**config.mk**
```make
export PLATFORM = sky130hd
export DESIGN_NAME = crt_dc_watermark_embed_flat
export DESIGN_NICKNAME = d
export VERILOG_FILES = /design/src/rtl/cdwe_pkg.sv /design/src/rtl/cdwe_stream_if.sv /design/src/rtl/cdwe_front.sv /design/src/rtl/cdwe_back.sv /design/src/rtl/crt_dc_watermark_embed.sv /design/src/flat_wrapper.sv
export SDC_FILE = /design/constraint.sdc
export NUM_CORES = 1
export LEC_CHECK = 0
export ABC_CLOCK_PERIOD_IN_PS = 10400
export BUFFER_PORTS_ARGS = -buffer_cell sky130_fd_sc_hd__buf_4
export CORE_UTILIZATION = 54
export DETAILED_ROUTE_END_ITERATION = 10
export PLACE_DENSITY = 0.82
export SYNTH_ARGS = -nofsm -noshare
export SYNTH_HDL_FRONTEND = slang
export SYNTH_SLANG_ARGS = --single-unit
```
**constraint.sdc**
```tcl
create_clock -name clk -period 10.4 [get_ports clk]
set_input_delay 2.08 -clock clk [delete_from_list [all_inputs] [get_ports clk]]
set_output_delay 2.08 -clock clk [all_outputs]
set_load 0.05 [all_outputs]
```
**src/rtl/cdwe_pkg.sv**
```systemverilog
// Package for the residue-sum watermark embedder: field widths, register
// indexes, residue helpers and the channel payload types.
// No dependencies; the front, back, top and bench files import it.
`default_nettype none

package cdwe_pkg;

	// Field and register widths
	localparam int DC_W   = 14;
	localparam int MV_W   = 15;
	localparam int THR_W  = 8;
	localparam int EOFS_W = 8;
	localparam int UB_W   = 13;
	localparam int CFG_W  = 13;
	localparam int IDX_W  = 2;

	// Search and residue constants
	localparam int SEARCH_STEP  = 8;
	localparam int SEARCH_LIMIT = 256;
	localparam int MODULUS_A    = 38;
	localparam int MODULUS_B    = 107;

	// Register indexes on the write port
	localparam logic [IDX_W-1:0] REG_SUM_THRESHOLD = 2'd0;
	localparam logic [IDX_W-1:0] REG_EMBED_OFFSET  = 2'd1;
	localparam logic [IDX_W-1:0] REG_UPPER_BOUND   = 2'd2;

	// Register reset values
	localparam logic [THR_W-1:0]  THR_RESET  = 8'd70;
	localparam logic [EOFS_W-1:0] EOFS_RESET = 8'd45;
	localparam logic [UB_W-1:0]   UB_RESET   = 13'd4080;

	// Input queue between front and back
	localparam int QUEUE_DEPTH = 2;
	localparam int QPTR_W      = (QUEUE_DEPTH > 1) ? $clog2(QUEUE_DEPTH) : 1;
	localparam int QCNT_W      = $clog2(QUEUE_DEPTH + 1);

	// Residue arithmetic
	localparam int MOD_MAX  = (MODULUS_A > MODULUS_B) ? MODULUS_A : MODULUS_B;
	localparam int RES_W    = $clog2(MOD_MAX);
	localparam int SUM_W    = (RES_W + 2 > THR_W + 1) ? RES_W + 2 : THR_W + 1;
	localparam int MOD_PROD = MODULUS_A * MODULUS_B;
	// Multiple of both moduli that lifts any coefficient to a nonnegative value
	localparam int LIFT     = MOD_PROD * ((2**(DC_W-1) + MOD_PROD - 1) / MOD_PROD);
	localparam int U_W      = $clog2(2**(DC_W-1) + LIFT);
	localparam int STEP_A   = SEARCH_STEP % MODULUS_A;
	localparam int STEP_B   = SEARCH_STEP % MODULUS_B;

	localparam logic [RES_W:0]   MOD_A_V  = (RES_W+1)'(MODULUS_A);
	localparam logic [RES_W:0]   MOD_B_V  = (RES_W+1)'(MODULUS_B);
	localparam logic [RES_W-1:0] STEP_A_V = RES_W'(STEP_A);
	localparam logic [RES_W-1:0] STEP_B_V = RES_W'(STEP_B);

	// Reciprocal remainder: (u * RCP) >> SH is the exact quotient for any u below 2**U_W
	localparam int SH_A   = U_W + $clog2(MODULUS_A);
	localparam int SH_B   = U_W + $clog2(MODULUS_B);
	localparam int RCP_W  = U_W + 1;
	localparam int PROD_W = U_W + RCP_W;
	localparam int RCP_A  = (2**SH_A + MODULUS_A - 1) / MODULUS_A;
	localparam int RCP_B  = (2**SH_B + MODULUS_B - 1) / MODULUS_B;

	localparam logic [RCP_W-1:0] RCP_A_V = RCP_W'(RCP_A);
	localparam logic [RCP_W-1:0] RCP_B_V = RCP_W'(RCP_B);
	localparam logic [U_W-1:0]   MOD_A_U = U_W'(MODULUS_A);
	localparam logic [U_W-1:0]   MOD_B_U = U_W'(MODULUS_B);

	// Candidate value and offset counter widths
	localparam int CAND_W = $clog2(2**(DC_W-1) + SEARCH_LIMIT) + 1;
	localparam int J_W    = $clog2(SEARCH_LIMIT + SEARCH_STEP + 1);

	typedef struct packed {
		logic signed [DC_W-1:0] dc_value;
		logic                   watermark_bit;
	} coef_t;

	typedef struct packed {
		logic signed [MV_W-1:0] marked_value;
		logic                   not_found;
	} mark_t;

	typedef struct packed {
		logic [THR_W-1:0]  sum_threshold;
		logic [EOFS_W-1:0] embed_offset;
		logic [UB_W-1:0]   upper_bound;
	} cfg_t;

	typedef enum logic [1:0] {
		ST_IDLE,
		ST_MOD,
		ST_SEARCH,
		ST_OUT
	} state_t;

	// Floored residue plus a step residue
	function automatic logic [RES_W-1:0] mod_add(input logic [RES_W-1:0] r,
	                                             input logic [RES_W-1:0] s,
	                                             input logic [RES_W:0] m);
		logic [RES_W:0] t;
		t = {1'b0, r} + {1'b0, s};
		if (t >= m)
			t = t - m;
		return t[RES_W-1:0];
	endfunction

	// Floored residue minus a step residue
	function automatic logic [RES_W-1:0] mod_sub(input logic [RES_W-1:0] r,
	                                             input logic [RES_W-1:0] s,
	                                             input logic [RES_W:0] m);
		logic [RES_W:0] t;
		if (r >= s)
			t = {1'b0, r} - {1'b0, s};
		else
			t = {1'b0, r} + m - {1'b0, s};
		return t[RES_W-1:0];
	endfunction

	// Turn a floored residue into the truncated one for a value of given sign
	function automatic logic signed [SUM_W-1:0] trunc_res(input logic [RES_W-1:0] f,
	                                                      input logic neg,
	                                                      input logic [RES_W:0] m);
		logic signed [SUM_W-1:0] fe;
		logic signed [SUM_W-1:0] me;
		fe = $signed({{(SUM_W-RES_W){1'b0}}, f});
		me = $signed({{(SUM_W-RES_W-1){1'b0}}, m});
		if (neg && (f != '0))
			return fe - me;
		return fe;
	endfunction

	// Residue sum condition for the bit to embed
	function automatic logic meets(input logic signed [SUM_W-1:0] s,
	                               input logic [THR_W-1:0] thr,
	                               input logic b);
		logic signed [SUM_W-1:0] te;
		te = $signed({{(SUM_W-THR_W){1'b0}}, thr});
		if (b)
			return s >= te;
		return s < te;
	endfunction

endpackage

`default_nettype wire

```
**src/rtl/cdwe_stream_if.sv**
```systemverilog
// Valid/ready channel with a typed payload, source and sink views.
// Payload types come from cdwe_pkg.
`default_nettype none

interface cdwe_stream_if #(parameter type payload_t = logic) ();
	logic     valid;
	logic     ready;
	payload_t payload;

	modport source (output valid, output payload, input ready);
	modport sink   (input valid, input payload, output ready);
endinterface

`default_nettype wire

```
**src/rtl/cdwe_front.sv**
```systemverilog
// Front end: accepts coefficient items into a short queue for the search engine.
// Depends on cdwe_pkg and cdwe_stream_if.
`default_nettype none

module cdwe_front (
	input  wire logic clk,
	input  wire logic arst_n,
	cdwe_stream_if.sink   coef,
	cdwe_stream_if.source job
);
	import cdwe_pkg::*;

	coef_t             entry_q [QUEUE_DEPTH];
	logic [QPTR_W-1:0] wr_ptr_q;
	logic [QPTR_W-1:0] rd_ptr_q;
	logic [QCNT_W-1:0] cnt_q;
	logic              push;
	logic              pop;

	// Handshake on both sides of the queue
	assign coef.ready  = (cnt_q != QCNT_W'(QUEUE_DEPTH));
	assign job.valid   = (cnt_q != '0);
	assign job.payload = entry_q[rd_ptr_q];
	assign push        = coef.valid && coef.ready;
	assign pop         = job.valid && job.ready;

	// Store an accepted item
	always_ff @(posedge clk) begin
		if (push)
			entry_q[wr_ptr_q] <= coef.payload;
	end

	// Advance pointers and fill count
	always_ff @(posedge clk or negedge arst_n) begin
		if (!arst_n) begin
			wr_ptr_q <= '0;
			rd_ptr_q <= '0;
			cnt_q    <= '0;
		end else begin
			if (push)
				wr_ptr_q <= (wr_ptr_q == QPTR_W'(QUEUE_DEPTH - 1)) ? '0 : wr_ptr_q + 1'b1;
			if (pop)
				rd_ptr_q <= (rd_ptr_q == QPTR_W'(QUEUE_DEPTH - 1)) ? '0 : rd_ptr_q + 1'b1;
			if (push && !pop)
				cnt_q <= cnt_q + 1'b1;
			else if (pop && !push)
				cnt_q <= cnt_q - 1'b1;
		end
	end

endmodule

`default_nettype wire

```
**src/rtl/cdwe_back.sv**
```systemverilog
// Back end: residues by a reciprocal-multiply remainder unit, then an
// offset search that steps both residues incrementally, one offset per cycle.
// Depends on cdwe_pkg and cdwe_stream_if.
`default_nettype none

module cdwe_back (
	input  wire logic         clk,
	input  wire logic         arst_n,
	input  wire cdwe_pkg::cfg_t cfg,
	cdwe_stream_if.sink       job,
	cdwe_stream_if.source     mark
);
	import cdwe_pkg::*;

	state_t                   state_q;
	state_t                   state_d;

	logic signed [DC_W-1:0]   z_q;
	logic                     bit_q;
	logic [U_W-1:0]           u_q;
	logic                     ph_q;
	logic [U_W-1:0]           qa_q;
	logic [U_W-1:0]           qb_q;
	logic [RES_W-1:0]         fu_a_q;
	logic [RES_W-1:0]         fu_b_q;
	logic [RES_W-1:0]         fd_a_q;
	logic [RES_W-1:0]         fd_b_q;
	logic [J_W-1:0]           j_q;
	logic signed [MV_W-1:0]   res_q;
	logic                     nf_q;
	mark_t                    out_q;
	logic                     out_valid_q;

	logic                     take;
	logic                     mod_last;
	logic [PROD_W-1:0]        prod_a;
	logic [PROD_W-1:0]        prod_b;
	logic [U_W-1:0]           rem_a;
	logic [U_W-1:0]           rem_b;
	logic [RES_W-1:0]         ra_n;
	logic [RES_W-1:0]         rb_n;
	logic signed [CAND_W-1:0] z_ext;
	logic signed [CAND_W-1:0] j_ext;
	logic signed [CAND_W-1:0] ub_ext;
	logic signed [CAND_W-1:0] cand_up;
	logic signed [CAND_W-1:0] cand_dn;
	logic signed [SUM_W-1:0]  s_up;
	logic signed [SUM_W-1:0]  s_dn;
	logic                     first;
	logic                     up_hit;
	logic                     dn_hit;
	logic [J_W-1:0]           j_nx;
	logic                     srch_last;
	logic                     srch_done;
	logic                     found;
	logic signed [CAND_W-1:0] chosen;
	logic [CAND_W:0]          result;
	logic                     out_load;

	// Quotients of the lifted coefficient by reciprocal multiply, then remainders
	assign prod_a   = PROD_W'(u_q) * PROD_W'(RCP_A_V);
	assign prod_b   = PROD_W'(u_q) * PROD_W'(RCP_B_V);
	assign rem_a    = u_q - qa_q * MOD_A_U;
	assign rem_b    = u_q - qb_q * MOD_B_U;
	assign ra_n     = rem_a[RES_W-1:0];
	assign rb_n     = rem_b[RES_W-1:0];
	assign mod_last = ph_q;

	// Candidate pair for the current offset
	assign z_ext   = CAND_W'(z_q);
	assign j_ext   = $signed({{(CAND_W-J_W){1'b0}}, j_q});
	assign ub_ext  = $signed({{(CAND_W-UB_W){1'b0}}, cfg.upper_bound});
	assign cand_up = z_ext + j_ext;
	assign cand_dn = z_ext - j_ext;
	assign first   = (j_q == '0);
	assign s_up    = trunc_res(fu_a_q, cand_up[CAND_W-1], MOD_A_V)
	               + trunc_res(fu_b_q, cand_up[CAND_W-1], MOD_B_V);
	assign s_dn    = trunc_res(fd_a_q, cand_dn[CAND_W-1], MOD_A_V)
	               + trunc_res(fd_b_q, cand_dn[CAND_W-1], MOD_B_V);
	assign up_hit  = (first || (cand_up < ub_ext)) && meets(s_up, cfg.sum_threshold, bit_q);
	assign dn_hit  = !first && (cand_dn > 0) && meets(s_dn, cfg.sum_threshold, bit_q);
	assign j_nx    = j_q + J_W'(SEARCH_STEP);
	assign srch_last = (j_nx >= J_W'(SEARCH_LIMIT));
	assign found     = up_hit || dn_hit;
	assign srch_done = found || srch_last;

	// Pick the result, add the embed offset for a found bit 1
	always_comb begin
		if (up_hit)
			chosen = cand_up;
		else if (dn_hit)
			chosen = cand_dn;
		else
			chosen = z_ext;
		if (found && bit_q)
			result = {chosen[CAND_W-1], chosen}
			       + {{(CAND_W+1-EOFS_W){1'b0}}, cfg.embed_offset};
		else
			result = {chosen[CAND_W-1], chosen};
	end

	assign out_load = (state_q == ST_OUT) && (!out_valid_q || mark.ready);
	assign take     = job.valid && job.ready;

	// State register
	always_ff @(posedge clk or negedge arst_n) begin
		if (!arst_n)
			state_q <= ST_IDLE;
		else
			state_q <= state_d;
	end

	// Next state and job handshake
	always_comb begin
		state_d   = state_q;
		job.ready = 1'b0;
		unique case (state_q)
			ST_IDLE: begin
				job.ready = 1'b1;
				if (job.valid)
					state_d = ST_MOD;
			end
			ST_MOD: begin
				if (mod_last)
					state_d = ST_SEARCH;
			end
			ST_SEARCH: begin
				if (srch_done)
					state_d = ST_OUT;
			end
			ST_OUT: begin
				if (out_load)
					state_d = ST_IDLE;
			end
			default: state_d = ST_IDLE;
		endcase
	end

	// Working registers of the residue unit and the search
	always_ff @(posedge clk) begin
		case (state_q)
			ST_IDLE: begin
				if (take) begin
					z_q   <= job.payload.dc_value;
					bit_q <= job.payload.watermark_bit;
					u_q   <= U_W'(job.payload.dc_value) + U_W'(LIFT);
					ph_q  <= 1'b0;
				end
			end
			ST_MOD: begin
				if (!ph_q) begin
					qa_q <= U_W'(prod_a >> SH_A);
					qb_q <= U_W'(prod_b >> SH_B);
					ph_q <= 1'b1;
				end else begin
					fu_a_q <= ra_n;
					fu_b_q <= rb_n;
					fd_a_q <= ra_n;
					fd_b_q <= rb_n;
					j_q    <= '0;
				end
			end
			ST_SEARCH: begin
				if (srch_done) begin
					res_q <= result[MV_W-1:0];
					nf_q  <= !found;
				end else begin
					fu_a_q <= mod_add(fu_a_q, STEP_A_V, MOD_A_V);
					fu_b_q <= mod_add(fu_b_q, STEP_B_V, MOD_B_V);
					fd_a_q <= mod_sub(fd_a_q, STEP_A_V, MOD_A_V);
					fd_b_q <= mod_sub(fd_b_q, STEP_B_V, MOD_B_V);
					j_q    <= j_nx;
				end
			end
			default: begin
			end
		endcase
	end

	// Output register payload
	always_ff @(posedge clk) begin
		if (out_load) begin
			out_q.marked_value <= res_q;
			out_q.not_found    <= nf_q;
		end
	end

	// Output register valid: set on load, drop when taken
	always_ff @(posedge clk or negedge arst_n) begin
		if (!arst_n)
			out_valid_q <= 1'b0;
		else if (out_load)
			out_valid_q <= 1'b1;
		else if (mark.ready)
			out_valid_q <= 1'b0;
	end

	assign mark.valid   = out_valid_q;
	assign mark.payload = out_q;

endmodule

`default_nettype wire

```
**src/rtl/crt_dc_watermark_embed.sv**
```systemverilog
// Channel  Dir  Payload                          Handshake
// coef     in   dc_value[13:0] s, watermark_bit  valid/ready
// mark     out  marked_value[14:0] s, not_found  valid/ready
// wr_*     in   wr_index[1:0], wr_data[12:0]     wr_en, no back-pressure
//
// The search engine takes one item at a time: it loads it, finds the residues in the
// reciprocal-multiply remainder unit, tries the coefficient itself, then offset pairs
// (1 to 32 candidates in all), and moves the result to the output register.
// A two-entry input queue and the output register let both sides stall freely.
// Reset empties the queue and engine, drops the output valid, presets the registers.
// Top level: register file and the front/back split.
// Depends on cdwe_pkg, cdwe_stream_if, cdwe_front and cdwe_back.
`default_nettype none

module crt_dc_watermark_embed (
	input  wire logic                      clk,
	input  wire logic                      arst_n,
	input  wire logic                      wr_en,
	input  wire logic [cdwe_pkg::IDX_W-1:0] wr_index,
	input  wire logic [cdwe_pkg::CFG_W-1:0] wr_data,
	cdwe_stream_if.sink                    coef,
	cdwe_stream_if.source                  mark
);
	import cdwe_pkg::*;

	cfg_t cfg_q;

	cdwe_stream_if #(.payload_t(coef_t)) job ();

	// Register writes; an index beyond the list is dropped
	always_ff @(posedge clk or negedge arst_n) begin
		if (!arst_n) begin
			cfg_q.sum_threshold <= THR_RESET;
			cfg_q.embed_offset  <= EOFS_RESET;
			cfg_q.upper_bound   <= UB_RESET;
		end else if (wr_en) begin
			unique case (wr_index)
				REG_SUM_THRESHOLD: cfg_q.sum_threshold <= wr_data[THR_W-1:0];
				REG_EMBED_OFFSET:  cfg_q.embed_offset  <= wr_data[EOFS_W-1:0];
				REG_UPPER_BOUND:   cfg_q.upper_bound   <= wr_data[UB_W-1:0];
				default: begin
				end
			endcase
		end
	end

	cdwe_front u_front (
		.clk    (clk),
		.arst_n (arst_n),
		.coef   (coef),
		.job    (job.source)
	);

	cdwe_back u_back (
		.clk    (clk),
		.arst_n (arst_n),
		.cfg    (cfg_q),
		.job    (job.sink),
		.mark   (mark)
	);

endmodule

`default_nettype wire

```
**src/flat_wrapper.sv**
```systemverilog
// flat-port wrapper written by rule: the top's interface ports become plain ports
module crt_dc_watermark_embed_flat import cdwe_pkg::*;
  (clk, arst_n, wr_en, wr_index, wr_data, coef_valid, coef_payload, coef_ready, mark_valid, mark_payload, mark_ready);
  cdwe_stream_if #(.payload_t(coef_t)) coef_i ();
  cdwe_stream_if #(.payload_t(mark_t)) mark_i ();
  input  wire logic clk;
  input  wire logic arst_n;
  input  wire logic wr_en;
  input  wire logic [cdwe_pkg::IDX_W-1:0] wr_index;
  input  wire logic [cdwe_pkg::CFG_W-1:0] wr_data;
  input wire logic [$bits(coef_i.valid)-1:0] coef_valid;
  input wire logic [$bits(coef_i.payload)-1:0] coef_payload;
  output wire logic [$bits(coef_i.ready)-1:0] coef_ready;
  output wire logic [$bits(mark_i.valid)-1:0] mark_valid;
  output wire logic [$bits(mark_i.payload)-1:0] mark_payload;
  input wire logic [$bits(mark_i.ready)-1:0] mark_ready;
  assign coef_i.valid = coef_valid;
  assign coef_i.payload = coef_payload;
  assign coef_ready = coef_i.ready;
  assign mark_valid = mark_i.valid;
  assign mark_payload = mark_i.payload;
  assign mark_i.ready = mark_ready;
  crt_dc_watermark_embed u_core (.clk(clk), .arst_n(arst_n), .wr_en(wr_en), .wr_index(wr_index), .wr_data(wr_data), .coef(coef_i), .mark(mark_i));
endmodule
```
---- Word-level counts from Yosys, hierarchy flattened ----
Memory sizes are Yosys's and may differ from the RTL's.
Cells that the tools add are included.
storage, ports and cells
  flip-flop bits (word level) ............. 155
  memory bits (writable) .................. 30
  input bits .............................. 35
  output and inout bits ................... 18
  logic and storage cells ................. 175
  memories ................................ 1
cells by class
  add/sub/neg operators ................... 27
  multipliers ............................. 4
  order comparisons ....................... 11
  equality and inequality tests ........... 12
  muxes and demuxes ....................... 53
  bitwise gates (word level) .............. 1
  reductions and logical operators ........ 43
memories
  name                    depth  width  rd ports  clocked after Yosys merged registers in  write ports  line              text
  u_core.u_front.entry_q  2      15     1         0                                        1            cdwe_front.sv:13  coef_t entry_q [QUEUE_DEPTH];
operators with widths
  kind                      number
  $mux W9                   10
  $mux W7                   10
  $pmux W7 S2               4
  $mux W15                  3
  $mul A15 B16 Y31 const B  1
  $reduce_bool A7 Y1        4
  $sub A7 B4 Y7 const B     4
  $mul A15 B11 Y26 const B  1
  $add A9 B9 Y9             2
  $ge A9 B9 Y1              2
  $lt A9 B9 Y1              2
  $pmux W9 S2               1
  $mux W1                   17
  $add A7 B4 Y8 const B     2
  $sub A7 B6 Y8 const B     2
  $sub A7 B7 Y8 const B     2
  $add A14 B10 Y15          1
  $add A14 B15 Y15 const B  1
  $add A15 B9 Y15           1
  $gt A15 B1 Y1 const B     1
  $lt A15 B14 Y1            1
  $sub A14 B10 Y15          1
  $ge A7 B4 Y1 const B      2
  $reduce_and A2 Y1         7
  other kinds (30)          69

---- Depth between registers and ports, before layout ----
Gate-level depths: netlist of the first run.
  depth after elaboration ................. 13
  mapped depth ............................ 39

---- Cells and area by module ----
A second synthesis of the first run with hierarchy kept.
unflattened totals
  cell total of the unflattened synthesis .. 1664
  area total of the unflattened synthesis .. 17666.9 um2
modules (own cells, without submodules)
  module                  instances  cells an instance  area an instance (um2)
  cdwe_back               1          1537               15223.4
  cdwe_front              1          65                 1331.3
  crt_dc_watermark_embed  1          62                 1112.3

---- Worst setup path before layout of the first run ----
No wires, ideal clock.
  path kind ............................... register to register
  from .................................... register u_core.u_back.j_q[5]
  to ...................................... register u_core.u_back.res_q[11] (data pin)
  setup time .............................. 260 ps
  arrival ................................. 6316 ps
  setup slack ............................. 3823 ps
  cell stages (with the launch flop) ...... 38
  path buffers ............................ 1
  clock period less this slack ............ 6577 ps
  cells stage by stage .................... edfxtp_1 > inv_1 > ha_1 > buf_4 > a21oi_1 > nand2_2 > a41oi_4 > a31oi_2 > a21o_1 > mux2_2 > ha_1 > a21o_1 > a21oi_1 > o21bai_1 > a21oi_1 > o21bai_1 > a21oi_1 > xnor2_1 > [... 2 more ...] > nor2_1 > o22ai_1 > nor2_1 > mux2i_1 > nand3_2 > nand2_2 > inv_2 > o21ai_0 > ha_1 > inv_1 > o21bai_1 > a21oi_1 > o21bai_1 > a21oi_1 > nor2b_1 > o22ai_1 > nor3b_1 > xnor2_1
on the way
  cells in the longest elaborated chain, start to end .. 13
  elaborated cells between the ends (all ways) .. 38
  classes of those cells .................. add/sub (5); order compare (6); mux (15); reduce/logical (12)
ends and longest elaborated chain
  element                       line              text
  start, declared               cdwe_back.sv:28   logic [J_W-1:0] j_q;
  start signal, assigned        cdwe_back.sv:172  j_q <= j_nx;
  $sub A14 B10 Y15              cdwe_back.sv:74   assign cand_dn = z_ext - j_ext;
  $logic_and A1 B1 Y1           cdwe_pkg.sv:125   if (neg && (f != '0))
  $mux W1                       cdwe_pkg.sv:125
  $mux W9                       cdwe_pkg.sv:127   return fe;
  $add A9 B9 Y9                 cdwe_back.sv:79   + trunc_res(fd_b_q, cand_dn[CAND_W-1], MOD_B_V);
  $ge A9 B9 Y1                  cdwe_pkg.sv:137   return s >= te;
  $mux W1                       cdwe_pkg.sv:136   if (b)
  $mux W1                       cdwe_pkg.sv:138   return s < te;
  $logic_and A1 B1 Y1           cdwe_back.sv:81   assign dn_hit = !first && (cand_dn > 0) && meets(s_dn, cfg.sum_threshold, bit_q);
  $mux W15                      cdwe_back.sv:91   else if (dn_hit)
  $mux W15                      cdwe_back.sv:89   if (up_hit)
  $add A15 B9 Y15               cdwe_back.sv:97   + {{(CAND_W+1-EOFS_W){1'b0}}, cfg.embed_offset};
  $mux W15 *                    cdwe_back.sv:95   if (found && bit_q)
  net u_core.u_back.result[11]  cdwe_back.sv:57   logic [CAND_W:0] result;
  end signal, assigned          cdwe_back.sv:165  res_q <= result[MV_W-1:0];
  end, declared                 cdwe_back.sv:29   logic signed [MV_W-1:0] res_q;
The timed path passes the listed nets; every way through them passes the cells marked *. The select of a mux whose other input is x is not followed.
A chain may end at the register's enable or synchronous reset.

---- Worst setup path after layout of the first run ----
Ends and elaborated chain as after synthesis.

==> results.sh, run 1 <==
export IMPL_synth_edf_count=139
export IMPL_die_area_um2=33000
export IMPL_cts_root_buf="clkbuf_16"
export IMPL_fin_nets=2159
export IMPL_path_buf_inv=3
export IMPL_max_slew_margin_rel_pct=25.4
export IMPL_synth_area_leaders="edfxtp_1, ha_1, fa_1"
export IMPL_antenna_found_initial=0
export IMPL_start_util_pct=55.1
export IMPL_final_layout_size_suffix_gt1_share_pct=9.78
export IMPL_die_y_um=182
export IMPL_grt_pass1_vias=12500
export IMPL_hold_path_end="u_core.u_back.mark.payload[11]$_DFFE_PP_"
export IMPL_hold_start="u_core.u_back.res_q[10]$_DFFE_PP_"
export IMPL_synth_xor_area_share_pct=7.03
export IMPL_maxSlewViolCount=0
export IMPL_synth_compound_area_share_pct=9.06
export IMPL_rows=65
export IMPL_synthAdderAreaFrac_pct=35.5
export IMPL_grt_pass1_wl_um=61200
export IMPL_gp_congestion=0.915
export IMPL_clk_pin_slew_worst_paths_ps=90
export IMPL_cts_tree="yes"
export IMPL_end_kind="flop"
export IMPL_hold_viol=0
export IMPL_ctsHoldBuffers=0
export IMPL_hpwl_um=29600
export IMPL_clockBufferDepth=2
export IMPL_vias=11800
export IMPL_insertion_delay_ps=440
export IMPL_ys_ff_latch=175
export IMPL_drc=0
export IMPL_fin_crit_sh_pct=75.9
export IMPL_htreeDepth=4
export IMPL_cp_slowest_cell="ha_1"
export IMPL_yosys_warnings=0
export IMPL_period_needed_ps=7890
export IMPL_dp_cells=2088
export IMPL_cp_slowest_stage_delay_ps=490
export IMPL_die_w_um=182
export IMPL_timing_final_ws_setup_ps=2510
export IMPL_portBuffers=52
export IMPL_crit_type="flop to flop"
export IMPL_syn_area_um2=17400
export IMPL_synth_top_area_share_pct=23.9
export IMPL_setup_violations=0
export IMPL_io_pin_count=53
export IMPL_grt_max_degree=42
export IMPL_n_antenna_cell=0
export IMPL_drt_wl_total_um=36700
export IMPL_fmax_mhz=127
export IMPL_critical_path_top_delay_family="compound AO/OA/AOI/OAI gates"
export IMPL_r2r_cells=36
export IMPL_viasPerCell=5.56
export IMPL_startpoint_type="flop"
export IMPL_reg2reg_to="u_core.u_back.res_q[11]$_DFFE_PP_"
export IMPL_crit_top_cell="a21oi_1"
export IMPL_fin_cells=2120
export IMPL_synth_top_family_by_area="adder cells"
export IMPL_core_area_um2=31600
export IMPL_wire_per_inst_um=17.3
export IMPL_area_delta_synth_final_pct=8.20
export IMPL_outcome="finished, final reports clean"
export IMPL_worst_path_max_fanout=10
export IMPL_syn_area_per_cell_um2=10.5
export IMPL_ant_nets=0
export IMPL_finalSetupTns_ps=0
export IMPL_timing_rr_start="u_core.u_back.j_q[5]$_SDFFCE_PN0P_"
export IMPL_hold_class="flop to flop"
export IMPL_hold_depth=0
export IMPL_worstPathArrival_ps=8090
export IMPL_synthMuxAreaShare_pct=3.39
export IMPL_syn_nets=2109
export IMPL_crit_required_ps=10600
export IMPL_firstDrtPassIters=7
export IMPL_grt_use_total_pct=23.5
export IMPL_synthArstFlopShare_pct=20.6
export IMPL_synth_simple_area_share_pct=8.33
export IMPL_synth_flop_cell="edfxtp_1"
export IMPL_rsz0062_at_grt="false"
export IMPL_cts_resized=0
export IMPL_cts_buffers=17
export IMPL_dp_slack_ps=2660
export IMPL_max_slew_worst_pin_slew_ps=1120
export IMPL_postSynthCellCount=1655
export IMPL_yosysTopAreaCell="edfxtp_1"
export IMPL_final_core_util_pct=59.6
export IMPL_grt_ovfl_total=0
export IMPL_worst_clock_skew_ps=18.8
export IMPL_cts_sinks=175
export IMPL_synth_cell_types=86
export IMPL_regToRegSetupSlack_ps=2510
export IMPL_cap_violations=0
export IMPL_drtIter0Drc=641
export IMPL_cts_setup_buffers=0
export IMPL_ys_seq_area_share_pct=29.2
routing by layer:
| layer | global-route usage, % | share of wire, % |
|---|---|---|
| met5 | 0 | 0 |
| met4 | 8.20 | 2.9 |
| met3 | 3.75 | 4.9 |
| met2 | 41.9 | 50 |
| met1 | 28.8 | 42 |
logic make-up (layout without fill, tap and decap cells):
group | count (synthesis) | count (layout)
compound gates | 236 | 236
xor+xnor | 140 | 140
fa+ha+maj | 419 | 419
buf+inv | 338 | 401
flops | 175 | 175
mux | 54 | 54
simple gates | 293 | 293
area by class of cell:
class	count	area, um^2
clock buffer	17	425
clock inverter	15	200
fill	2458	12800
inverter	313	1170
multi-input combinational	1142	11000
sequential	175	5090
tap	402	503
timing repair buffer	56	420
synthesized netlist by cell type (7+ instances only):
cell      instances
o21bai_1         14
xor2_1           38
nor2_1           96
and3_1            9
a21oi_1          58
nand3_1          21
a21o_1           38
ha_1            292
dfstp_2          15
xnor2_1         102
edfxtp_1        139
nand2_1          60
fa_1            127
o211ai_1          7
o21ai_0          48
inv_1           309
nor2b_1          17
dfrtp_1          21
nand4_1           9
clkbuf_1         13
mux2_2           36
nor3_1           26
nand2b_1         11
mux2i_1          16
o21a_1           11
sequential cells by signal, indices dropped and copies added, names as in the netlist, 2 cells and up:
| signal | count |
|---|---|
| u_core.u_back.qa_q | 6 |
| u_core.u_back.qb_q | 7 |
| u_core.u_back.fd_b_q | 7 |
| u_core.u_back.u_q | 14 |
| u_core.u_front.cnt_q | 2 |
| u_core.u_back.fd_a_q | 7 |
| u_core.u_back.fu_a_q | 7 |
| u_core.u_back.mark.payload | 16 |
| u_core.u_front.entry_q | 30 |
| u_core.u_back.j_q | 6 |
| u_core.u_back.z_q | 14 |
| u_core.cfg_q | 29 |
| u_core.u_back.fu_b_q | 7 |
| u_core.u_back.res_q | 15 |
| u_core.u_back.state_q | 2 |
metrics by stage:
step	instance area, um^2	hold WS, ps
after floorplan	17400	400
after global placement	18200	403
after detailed placement	18200	405
after CTS	18900	410
after global routing	18900	406
final	18900	409
layout by cell type (no fill, tap or decap), types with 7 or more instances in the layout:
| cell | n |
|---|---|
| o211ai_1 | 7 |
| dfrtp_1 | 21 |
| xnor2_1 | 102 |
| nor2b_1 | 17 |
| nand2_1 | 60 |
| nand3_1 | 21 |
| o21a_1 | 11 |
| ha_1 | 292 |
| nand4_1 | 9 |
| clkbuf_16 | 17 |
| and3_1 | 9 |
| a21oi_1 | 58 |
| o21bai_1 | 14 |
| nor2_1 | 96 |
| dfstp_2 | 15 |
| fa_1 | 127 |
| inv_1 | 309 |
| a21o_1 | 38 |
| mux2i_1 | 16 |
| nor3_1 | 26 |
| o21ai_0 | 48 |
| nand2b_1 | 11 |
| edfxtp_1 | 139 |
| xor2_1 | 38 |
| buf_4 | 56 |
| mux2_2 | 36 |
how the worst max path moves through the flow:
stage	slack, ps	cells after the start	end	from
after global placement	2950	36	u_core.u_back.res_q[11]$_DFFE_PP_	u_core.u_back.j_q[5]$_SDFFCE_PN0P_
after CTS	2580	36	u_core.u_back.res_q[11]$_DFFE_PP_	u_core.u_back.j_q[5]$_SDFFCE_PN0P_
final	2510	36	u_core.u_back.res_q[11]$_DFFE_PP_	u_core.u_back.j_q[5]$_SDFFCE_PN0P_
after floorplan	3820	37	u_core.u_back.res_q[11]$_DFFE_PP_	u_core.u_back.j_q[5]$_SDFFCE_PN0P_
after detailed placement	2660	36	u_core.u_back.res_q[11]$_DFFE_PP_	u_core.u_back.j_q[5]$_SDFFCE_PN0P_
after global routing	1830	36	u_core.u_back.res_q[11]$_DFFE_PP_	u_core.u_back.j_q[5]$_SDFFCE_PN0P_
worst reg2reg max path, delay by kind of cell (launching register included):
kind / cells / cell delay, ps
AOI/OAI and AO/OA: 17 / 3520
and+or+nand+nor: 8 / 1160
xor gates and xnor gates: 2 / 250
buffers and inverters: 3 / 230
DFF: 1 / 470
adders and majority gates: 4 / 1280
muxes: 2 / 750
Power of run 1 is left out: the tool's default activity adds up to more than one toggle a clock period on the data nets, which glitch-free logic cannot reach.
==> inputs of run 2 (changes only) <==
ABC_CLOCK_PERIOD_IN_PS = 6800   (was 10400)
PLACE_DENSITY = 0.84   (was 0.82)
clock period = 6.8 ns   (was 10.4 ns; I/O delays follow)
==> run 2 against run 1 <==
Die area is the same. Worst hold slack gained 12 ps. Sequential share of layout area shrank 1.3 points. Cell area grew 5.0%. Maximum frequency grew 16%. Via count grew 6.1%. Setup slack lost 2500 ps. First-iteration DRC count grew 29%. Wire length grew 9.5%.
==> results.sh, run 2 (synthesized netlist as in run 1, its figures left out) <==
export IMPL_hold_start="u_core.u_back.res_q[2]$_DFFE_PP_"
export IMPL_final_core_util_pct=62.6
export IMPL_timing_rr_start="u_core.u_back.z_q[5]$_DFFE_PP_"
export IMPL_startpoint_type="flop"
export IMPL_wire_per_inst_um=18.2
export IMPL_dpl_cell_area_um2=18500
export IMPL_cap_violations=0
export IMPL_drc=0
export IMPL_io_pin_count=53
export IMPL_max_slew_margin_rel_pct=21.6
export IMPL_gp_congestion=0.941
export IMPL_die_y_um=182
export IMPL_worst_path_max_fanout=5
export IMPL_num_fill_cells=2277
export IMPL_insertion_delay_ps=450
export IMPL_largest_register="u_core.u_front.entry_q"
export IMPL_cts_sinks=175
export IMPL_n_antenna_cell=0
export IMPL_die_w_um=182
export IMPL_maxSlewViolCount=0
export IMPL_fin_crit_sh_pct=99.8
export IMPL_outcome="finished, final reports clean"
export IMPL_busiest_layer="met2"
export IMPL_clockBufferDepth=2
export IMPL_grt_pass1_vias=13200
export IMPL_final_common_cell="inv_1"
export IMPL_met1_usage_pct=29.7
export IMPL_setup_violations=0
export IMPL_rsz0062_at_grt="true"
export IMPL_viasPerCell=5.68
export IMPL_hpwl_um=31100
export IMPL_grt_pass1_wl_um=64200
export IMPL_hold_viol=0
export IMPL_ctsHoldBuffers=0
export IMPL_drtIter0Drc=830
export IMPL_core_area_um2=31600
export IMPL_area_delta_synth_final_pct=13.7
export IMPL_grt_use_total_pct=24.5
export IMPL_met3_usage_pct=2.93
export IMPL_cp_slowest_cell="edfxtp_1"
export IMPL_start_util_pct=55.1
export IMPL_crit_start="u_core.u_back.z_q[5]$_DFFE_PP_"
export IMPL_portBuffers=52
export IMPL_vias=12500
export IMPL_die_area_um2=33000
export IMPL_cts_tree="yes"
export IMPL_hold_class="flop to flop"
export IMPL_worstPathArrival_ps=6980
export IMPL_fin_nets=2241
export IMPL_worst_clock_skew_ps=14.7
export IMPL_crit_required_ps=7000
export IMPL_crit_top_cell="nor2_1"
export IMPL_final_cell_mix="inv_1, ha_1, edfxtp_1, buf_4, fa_1"
export IMPL_ant_nets=0
export IMPL_clk_pin_slew_worst_paths_ps=80
export IMPL_grt_ovfl_total=0
export IMPL_crit_type="flop to flop"
export IMPL_drt_wl_total_um=40200
export IMPL_end_kind="flop"
export IMPL_max_slew_worst_pin_slew_ps=1180
export IMPL_final_layout_size_suffix_gt1_share_pct=16.7
export IMPL_fmax_mhz=147
export IMPL_grt_util_met2_pct=44.8
export IMPL_largest_register_ffs=30
export IMPL_cts_root_buf="clkbuf_16"
export IMPL_fin_area_um2=19800
export IMPL_cp_slowest_stage_delay_ps=470
export IMPL_htreeDepth=4
export IMPL_period_needed_ps=6780
export IMPL_antenna_found_initial=0
export IMPL_firstDrtPassIters=7
export IMPL_rows=65
export IMPL_cts_buffers=17
export IMPL_grt_max_degree=41
-- run 2: cell count changes in the layout (fill, tap and decap cells not counted), moves of 6 or more --
cell / delta
buf_6: +6
ha_1: -10
ha_4: +6
buf_4: +76
a21oi_2: +8
a21oi_1: -9
-- run 2: worst paths after layout --
path	endpoint	slack, ps	cells past startpoint
min	u_core.u_back.mark.payload[3]$_DFFE_PP_	420	0
max reg2reg	u_core.u_back.res_q[13]$_DFFE_PP_	20	39
min reg2reg	u_core.u_back.mark.payload[3]$_DFFE_PP_	420	0
max in group asynchronous	u_core.cfg_q[22]$_DFFE_PN1P_	5540	1
min in group asynchronous	u_core.cfg_q[20]$_DFFE_PN0P_	880	1
max	u_core.u_back.res_q[13]$_DFFE_PP_	20	39
-- run 2: critical path, delay by kind of cell, from the launching register on --
family / cells / cell delay, ps
buf+inv: 6 / 720
simple gates: 9 / 1070
fa+ha+maj: 4 / 1210
xor+xnor: 3 / 340
compound gates: 17 / 2700
flops: 1 / 470
-- run 2: what timing repair did --
| item | CTS | global route |
|---|---|---|
| setup buffers | 10 | 31 |
| pin swaps | 6 | 62 |
| endpoints found under the hold margin | 0 | 0 |
| resized for setup | 14 | 58 |
| setup endpoints to repair | 8 | 9 |
-- run 2: metal layers --
layer  vias up  wire [um]
met5         -          0
met3        99       1950
li1       5846          -
met2       364      21000
met4         0       1170
met1      6197      16100
-- run 2: stage by stage --
stage,hold slack (ps),instances,TNS (ps),worst slack (ps)
floorplan,400,1655,0,223
global placement,401,2129,0,102
detailed placement,405,2129,-1210,-249
CTS,420,2171,0,18.6
global route,421,2202,-948,-232
finish,422,2202,0,15.3
-- run 2: final cells by class --
cell class	count	area, um^2	share of cell area (%)
clock buffers	17	425	2.15
clock inverters	15	215	1.09
inverters	313	1180	5.94
multi-input cells	1142	11300	57.2
flip-flops and latches	175	5090	25.7
well taps	402	503	2.54
repair buffers	138	1060	5.34
Power of run 2 is left out for the same reason.
